[src/rtl/lsi_pkg.sv]
// Shared types, constants and codes of the linear step interpolator.
// Depends on nothing; every other file but lsi_ram imports it.
`default_nettype none
package lsi_pkg;

	// Fixed geometry of the block
	localparam int AXES            = 3;
	localparam int FIELD_BITS      = 24;
	localparam int STEP_BITS       = 26;
	localparam int SPEED_BITS      = 16;
	localparam int SSTEP_BITS      = 12;
	localparam int PERIOD_BITS     = 24;
	localparam int QUEUE_DEPTH_DEF = 16;
	localparam int POS_BITS_DEF    = 24;

	// Register reset values
	localparam logic [SPEED_BITS-1:0]  SPEED_MIN_RST  = 16'd1000;
	localparam logic [SPEED_BITS-1:0]  SPEED_MAX_RST  = 16'd20000;
	localparam logic [SSTEP_BITS-1:0]  SPEED_STEP_RST = 12'd10;
	localparam logic [PERIOD_BITS-1:0] PERIOD_NUM_RST = 24'd4200000;

	// Register indexes
	localparam logic [1:0] REG_SPEED_MIN  = 2'd0;
	localparam logic [1:0] REG_SPEED_MAX  = 2'd1;
	localparam logic [1:0] REG_SPEED_STEP = 2'd2;
	localparam logic [1:0] REG_PERIOD_NUM = 2'd3;

	// Result status codes
	localparam logic [1:0] STAT_IDLE   = 2'd0;
	localparam logic [1:0] STAT_RUN    = 2'd1;
	localparam logic [1:0] STAT_ACCEPT = 2'd2;
	localparam logic [1:0] STAT_FULL   = 2'd3;

	typedef struct packed {
		logic                         req_type;
		logic signed [FIELD_BITS-1:0] target_x;
		logic signed [FIELD_BITS-1:0] target_y;
		logic signed [FIELD_BITS-1:0] target_z;
	} item_t;

	typedef struct packed {
		logic [1:0]                   status;
		logic [AXES-1:0]              step_mask;
		logic [AXES-1:0]              dir_mask;
		logic                         drive_enable;
		logic [PERIOD_BITS-1:0]       tick_period;
		logic signed [FIELD_BITS-1:0] pos_x;
		logic signed [FIELD_BITS-1:0] pos_y;
		logic signed [FIELD_BITS-1:0] pos_z;
	} result_t;

	typedef struct packed {
		logic [SPEED_BITS-1:0]  speed_min;
		logic [SPEED_BITS-1:0]  speed_max;
		logic [SSTEP_BITS-1:0]  speed_step;
		logic [PERIOD_BITS-1:0] period_num;
	} cfg_t;

endpackage
`default_nettype wire

[src/rtl/lsi_front.sv]
// Front end: accepts request words and holds them in a two-word queue.
// Depends on lsi_pkg for the item type.
`default_nettype none
module lsi_front
	import lsi_pkg::*;
(
	input  wire logic  clk,
	input  wire logic  arst_n,
	input  wire logic  in_valid,
	output logic       in_stall,
	input  wire item_t in_item,
	output logic       item_valid,
	input  wire logic  item_pop,
	output item_t      item
);

	item_t      fifo_q [2];
	logic [1:0] cnt_q;
	logic       wr_q;
	logic       rd_q;
	logic       push;

	assign in_stall   = (cnt_q == 2'd2);
	assign push       = in_valid && !in_stall;
	assign item_valid = (cnt_q != 2'd0);
	assign item       = fifo_q[rd_q];

	// Advance pointers and fill count
	always_ff @(posedge clk or negedge arst_n) begin
		if (!arst_n) begin
			cnt_q <= 2'd0;
			wr_q  <= 1'b0;
			rd_q  <= 1'b0;
		end else begin
			if (push) begin
				wr_q <= !wr_q;
			end
			if (item_pop) begin
				rd_q <= !rd_q;
			end
			case ({push, item_pop})
				2'b10:   cnt_q <= cnt_q + 1'b1;
				2'b01:   cnt_q <= cnt_q - 1'b1;
				default: cnt_q <= cnt_q;
			endcase
		end
	end

	// Hold accepted words
	always_ff @(posedge clk) begin
		if (push) begin
			fifo_q[wr_q] <= in_item;
		end
	end

endmodule
`default_nettype wire

[config.mk]
export PLATFORM = sky130hd
export DESIGN_NAME = lsi_front
export DESIGN_NICKNAME = d
export VERILOG_FILES = /design/src/rtl/lsi_pkg.sv /design/src/rtl/lsi_front.sv
export SDC_FILE = /design/constraint.sdc
export NUM_CORES = 1
export LEC_CHECK = 0
export ABC_AREA = 1
export ABC_CLOCK_PERIOD_IN_PS = 10600
export BUFFER_PORTS_ARGS = -buffer_cell sky130_fd_sc_hd__buf_4
export CORE_ASPECT_RATIO = 1.25
export CORE_MARGIN = 3
export CORE_UTILIZATION = 56
export DETAILED_ROUTE_END_ITERATION = 8
export PLACE_DENSITY = 0.84
export SLEW_MARGIN = 20
export SYNTH_ARGS = -nofsm -noshare
export SYNTH_HDL_FRONTEND = slang
export SYNTH_SLANG_ARGS = --single-unit
[constraint.sdc]
create_clock -name clk -period 10.6 [get_ports clk]
set_input_delay 1.59 -clock clk [delete_from_list [all_inputs] [get_ports clk]]
set_output_delay 1.59 -clock clk [all_outputs]
set_load 0.02 [all_outputs]
==> results.sh, run 1 <==
export IMPL_cts_buffer_depth=2
export IMPL_met1_length_um=3710
export IMPL_die_area_mm2=0.0114
export IMPL_crit_arrival_ps=2440
export IMPL_critPathMaxStageDelay_ps=830
export IMPL_dr_pass1_iters=4
export IMPL_hold_depth=2
export IMPL_swShare_pct=33.8
export IMPL_critPathTopFamily="buffers and inverters"
export IMPL_wirelength_um=10800
export IMPL_p_switching_uw=754
export IMPL_hold_start="wr_q$_DFFE_PN0P_"
export IMPL_cap_violations=0
export IMPL_wl_per_cell_um=15.3
export IMPL_worst_pin_slew_ps=966
export IMPL_syn_area_mm2=0.00567
export IMPL_ys_seq_elements=150
export IMPL_internal_power_uw=1480
export IMPL_post_route_drc_count=0
export IMPL_cp_cell_sequence="buf_4 -> nand2_1 -> o21ai_1 -> buf_4"
export IMPL_clockRootBuffer="clkbuf_16"
export IMPL_grt_max_degree=76
export IMPL_fin_hold_ws_ps=485
export IMPL_die_h_um=119
export IMPL_port_buffer_count=151
export IMPL_status="completed"
export IMPL_leakagePower_uw=0.00317
export IMPL_drv_slew=0
export IMPL_reg2reg_depth=4
export IMPL_initial_core_util_pct=58.1
export IMPL_timing_rr_end="fifo_q[1][28]$_DFFE_PP_"
export IMPL_relSlewSlack_pct=35.6
export IMPL_drt_iter0_markers=234
export IMPL_area_growth_pct=31.3
export IMPL_antenna_found_initial=0
export IMPL_cts_htree_levels=4
export IMPL_ys_warn_count=0
export IMPL_end_kind="primary output"
export IMPL_final_cell_mix="buf_4 (154), edfxtp_1 (146), nand2_1 (80)"
export IMPL_reg2reg_slack_ps=8660
export IMPL_route_vias_total=3462
export IMPL_layout_commonest_cell="buf_4"
export IMPL_grt_usage_pct=19.8
export IMPL_min_period_ps=4030
export IMPL_postSynthCellCount=408
export IMPL_ctsResizeCount=0
export IMPL_hold_end="wr_q$_DFFE_PN0P_"
export IMPL_avgSynthCellArea_um2=13.9
export IMPL_synth_seq_area_share_pct=79.1
export IMPL_min_path_type="flip-flop to flip-flop"
export IMPL_n_antenna_cell=0
export IMPL_syn_nets=486
export IMPL_synthDistinctLibCells=15
export IMPL_viasPerCell=4.92
export IMPL_startpoint_type="flip-flop"
export IMPL_setup_violations=0
export IMPL_clk_insertion_delay_late_ps=410
export IMPL_cpMostUsedCell="buf_4"
export IMPL_fmax_mhz=248
export IMPL_post_cts_buffers=0
export IMPL_die_w_um=96.0
export IMPL_peakVddDrop_v=0.000296
export IMPL_slowest_stage="dfrtp_4"
export IMPL_finalCritPeriodShare_pct=38.1
export IMPL_rsz0062_at_grt="false"
export IMPL_cts_buffers=17
export IMPL_r2r_start="cnt_q[1]$_DFFE_PN0P_"
export IMPL_cp_required_ps=9010
export IMPL_dr_wl_met3_um=944
export IMPL_highest_layer="met4"
export IMPL_hpwlAfterDp_um=7030
export IMPL_ioPinCount=152
export IMPL_cts_hold_buf=0
export IMPL_cts_sinks=150
export IMPL_fin_skew_ps=6.81
export IMPL_cts_tree="built"
export IMPL_setup_tns_ps=0
export IMPL_fp_row_count=40
export IMPL_grt_pass1_vias=3438
export IMPL_wl_met2_um=5930
export IMPL_p_per_area_mw_per_mm2=299
export IMPL_fin_nets=643
export IMPL_seq_power_share_pct=39.5
export IMPL_detail_route_antenna_nets=0
export IMPL_overflow=0
export IMPL_power_frac_comb_pct=33.1
export IMPL_place_congestion=0.719
export IMPL_layout_drive_gt1_share_pct=32.5
export IMPL_worst_path_buf_inv=2
export IMPL_critPathMaxFanout=75
export IMPL_crit_type="flip-flop to primary output"
export IMPL_hold_viol=0
export IMPL_path_clk_slew_ps=60
export IMPL_placeableCoreArea_mm2=0.00976
export IMPL_grt_first_pass_wirelength_um=16600
export IMPL_clkPwrFrac_pct=27.4
worst max path at each step:
| stage | startpoint | to | slack (ps) | cells past startpoint |
|---|---|---|---|---|
| after global placement | rd_q$_DFFE_PN0P_ | item[39] | 7100 | 3 |
| after detailed placement | rd_q$_DFFE_PN0P_ | item[67] | 7060 | 3 |
| after global routing | rd_q$_DFFE_PN0P_ | item[61] | 6390 | 4 |
| final | rd_q$_DFFE_PN0P_ | item[53] | 6570 | 4 |
| after CTS | rd_q$_DFFE_PN0P_ | item[53] | 6560 | 4 |
| after floorplan | in_valid | fifo_q[1][0]$_DFFE_PP_ | 5360 | 2 |
logic make-up after synthesis:
| logic type | count (synthesis) | share of synthesized area (%) |
|---|---|---|
| AO/OA/AOI/OAI | 74 | 6.53 |
| XOR/XNOR | 2 | 0.309 |
| buffers and inverters | 96 | 8.16 |
| flip-flops | 150 | 79.1 |
| AND/OR/NAND/NOR | 85 | 5.71 |
| adder cells (fa/ha/maj) | 1 | 0.221 |
worst register-to-register path: stages, from the launching register on:
cell	delay [ps]
dfrtp_1	390
inv_1	130
o21ai_1	150
nor2_4	100
buf_4	690
metrics by stage:
stage | utilization, % | power (uW) | worst slack (ps) | instances | cell area (um2)
2_1_floorplan | - | 1350 | 5360 | 408 | 5670
3_3_place_gp | 70.0 | 1610 | 7100 | 672 | 6830
3_5_place_dp | 70.0 | 1640 | 7060 | 672 | 6830
4_1_cts | 76.3 | 2250 | 6560 | 704 | 7450
5_1_grt | 76.3 | 2340 | 6390 | 704 | 7450
6_report | 76.3 | 2230 | 6570 | 704 | 7450
layout make-up:
class,count,area (um2)
multi-input cells,162,732
clock buffers,18,429
clock inverters,14,184
well taps,126,158
fillers,596,2310
flip-flops and latches,150,4490
repair buffers,154,1160
inverters,80,300
power by group through the flow:
stage | sequential [uW] | clock, uW | combinational [uW]
after floorplan | 857 | 0 | 492
after global placement | 883 | 0 | 730
after detailed placement | 892 | 0 | 744
after CTS | 882 | 620 | 748
after global routing | 896 | 642 | 802
final | 880 | 610 | 739
synth_stat cells (all sizes together):
| cell | count | area [um2] |
|---|---|---|
| buf | 16 | 163 |
| dfrtp | 4 | 100 |
| edfxtp | 146 | 4380 |
| ha | 1 | 12.5 |
| inv | 80 | 300 |
| nand2 | 80 | 300 |
| nand3 | 2 | 10.0 |
| nand4 | 1 | 6.26 |
| nor2 | 2 | 7.51 |
| o21ai | 74 | 370 |
| xnor2 | 1 | 8.76 |
| xor2 | 1 | 8.76 |
metal layers:
| metal | track usage, % | vias to the layer above |
|---|---|---|
| met5 | 0 | - |
| met4 | 7.65 | 0 |
| met3 | 7.89 | 18 |
| met2 | 33.7 | 140 |
| met1 | 21.7 | 1620 |
| li1 | - | 1684 |
registers in the layout (all words and copies together) (netlist names):
register and count:
cnt_q 2, rd_q 1, fifo_q 146, wr_q 1
Note: power is estimated with default switching activity, not from simulation.
==> run 2: changes to the inputs <==
Settings changed: ABC_CLOCK_PERIOD_IN_PS 10600 to 4100, CORE_UTILIZATION 56 to 52, PLACE_DENSITY 0.84 to 0.79.
Clock period 10.6 ns to 4.1 ns, I/O delays scaled along.
==> results.sh, run 2 (synthesized netlist as in run 1, its figures left out) <==
export IMPL_status="completed"
export IMPL_reg2reg_depth=5
export IMPL_slowest_stage="dfrtp_4"
export IMPL_p_per_area_mw_per_mm2=774
export IMPL_path_clk_slew_ps=60
export IMPL_r2r_start="cnt_q[0]$_DFFE_PN0P_"
export IMPL_fin_nets=646
export IMPL_area_growth_pct=32.3
export IMPL_cts_buffer_depth=2
export IMPL_design_area_mm2=0.00750
export IMPL_fin_skew_ps=6.63
export IMPL_n_antenna_cell=0
export IMPL_path_depth=5
export IMPL_cts_hold_buf=1
export IMPL_cts_htree_levels=4
export IMPL_wl_per_cell_um=14.9
export IMPL_crit_start="rd_q$_DFFE_PN0P_"
export IMPL_min_path_type="primary input to flip-flop"
export IMPL_detail_route_antenna_nets=0
export IMPL_port_buffer_count=151
export IMPL_cp_required_ps=3480
export IMPL_critPathMaxStageDelay_ps=650
export IMPL_grt_pass1_vias=3376
export IMPL_antenna_found_initial=0
export IMPL_final_cell_mix="buf_4 (155), edfxtp_1 (146), nand2_1 (80)"
export IMPL_die_area_mm2=0.0122
export IMPL_setup_tns_ps=0
export IMPL_worst_path_buf_inv=3
export IMPL_timing_rr_end="fifo_q[0][22]$_DFFE_PP_"
export IMPL_drt_iter0_markers=181
export IMPL_fmax_mhz=378
export IMPL_finalCritPeriodShare_pct=64.6
export IMPL_relSlewSlack_pct=35.9
export IMPL_critPathTopFamily="buffers and inverters"
export IMPL_power_frac_comb_pct=34.0
export IMPL_die_h_um=123
export IMPL_post_cts_buffers=0
export IMPL_die_w_um=99.4
export IMPL_cts_tree="built"
export IMPL_viasPerCell=4.87
export IMPL_reg2reg_slack_ps=1770
export IMPL_fp_row_count=42
export IMPL_critPathMaxFanout=87
export IMPL_p_switching_uw=1910
export IMPL_clk_insertion_delay_late_ps=400
export IMPL_grt_first_pass_wirelength_um=15600
export IMPL_placed_area_mm2=0.00685
export IMPL_clkPwrFrac_pct=27.5
export IMPL_clockRootBuffer="clkbuf_16"
export IMPL_peakVddDrop_v=0.000553
export IMPL_endpoint="item[70]"
export IMPL_place_congestion=0.779
export IMPL_dr_pass1_iters=4
export IMPL_leakagePower_uw=0.00319
export IMPL_ctsResizeCount=0
export IMPL_seq_power_share_pct=38.5
export IMPL_reg_top3="fifo_q x146, cnt_q x2"
export IMPL_cpMostUsedCell="buf_4"
export IMPL_ioPinCount=152
export IMPL_startpoint_type="flip-flop"
export IMPL_min_period_ps=2650
export IMPL_swShare_pct=32.9
export IMPL_layout_commonest_cell="buf_4"
export IMPL_worst_pin_slew_ps=962
export IMPL_cp_cell_sequence="buf_16 -> buf_4 -> nand2_1 -> o21ai_0 -> buf_4"
export IMPL_overflow=0
export IMPL_end_kind="primary output"
export IMPL_hold_viol=0
export IMPL_layout_drive_gt1_share_pct=31.8
export IMPL_post_route_drc_count=0
export IMPL_regMostFlops="fifo_q"
export IMPL_initial_core_util_pct=53.4
export IMPL_cts_sinks=150
export IMPL_grt_usage_pct=17.1
export IMPL_wirelength_um=10600
export IMPL_crit_type="flip-flop to primary output"
export IMPL_rsz0062_at_grt="false"
export IMPL_internal_power_uw=3900
export IMPL_largest_register_ffs=146
export IMPL_hpwlAfterDp_um=7080
export IMPL_placeableCoreArea_mm2=0.0106
export IMPL_drv_slew=0
export IMPL_cap_violations=0
export IMPL_route_vias_total=3464
export IMPL_crit_arrival_ps=2030
export IMPL_hold_depth=1
export IMPL_cts_buffers=17
export IMPL_grt_max_degree=123
export IMPL_setup_violations=0
==> run 2: routing by layer <==
metal | global-route usage [%] | vias up | share of wire [%]
met3 | 6.08 | 15 | 7.4
met1 | 18.8 | 1644 | 37
met2 | 30.4 | 114 | 54
met5 | 0 | - | 0
met4 | 6.32 | 0 | 1.5
li1 | - | 1691 | -
==> run 2: area by class of cell <==
type | instances | area, um2
tap | 132 | 165
timing repair buffer | 157 | 1200
inverter | 80 | 302
clock inverter | 11 | 183
clock buffer | 19 | 433
multi-input combinational | 162 | 732
fill | 710 | 3110
sequential | 150 | 4490
==> run 2: worst min path at each step <==
stage | from | to | slack [ps]
finish | in_item[63] | fifo_q[1][63]$_DFFE_PP_ | 400
detailed placement | arst_n | wr_q$_DFFE_PN0P_ | 420
global route | in_item[63] | fifo_q[1][63]$_DFFE_PP_ | 370
CTS | in_item[63] | fifo_q[1][63]$_DFFE_PP_ | 380
floorplan | arst_n | cnt_q[0]$_DFFE_PN0P_ | 320
global placement | arst_n | cnt_q[0]$_DFFE_PN0P_ | 410
==> run 2: metrics by stage <==
step | total power (uW) | cells | hold slack, ps | worst slack (ps) | util (%)
2_1_floorplan | 3480 | 408 | 319 | 1060 | -
3_3_place_gp | 4170 | 679 | 415 | 1640 | 64.5
3_5_place_dp | 4230 | 679 | 417 | 1600 | 64.5
4_1_cts | 5850 | 710 | 380 | 1140 | 70.4
5_1_grt | 6110 | 711 | 374 | 1250 | 70.7
6_report | 5810 | 711 | 397 | 1450 | 70.7
==> run 2: power by group through the flow <==
| stage | clock [uW] | sequential, uW | combinational, uW |
|---|---|---|---|
| after floorplan | 0 | 2210 | 1280 |
| after global placement | 0 | 2350 | 1830 |
| after detailed placement | 0 | 2370 | 1870 |
| after CTS | 1630 | 2340 | 1880 |
| after global routing | 1690 | 2260 | 2150 |
| final | 1600 | 2230 | 1980 |
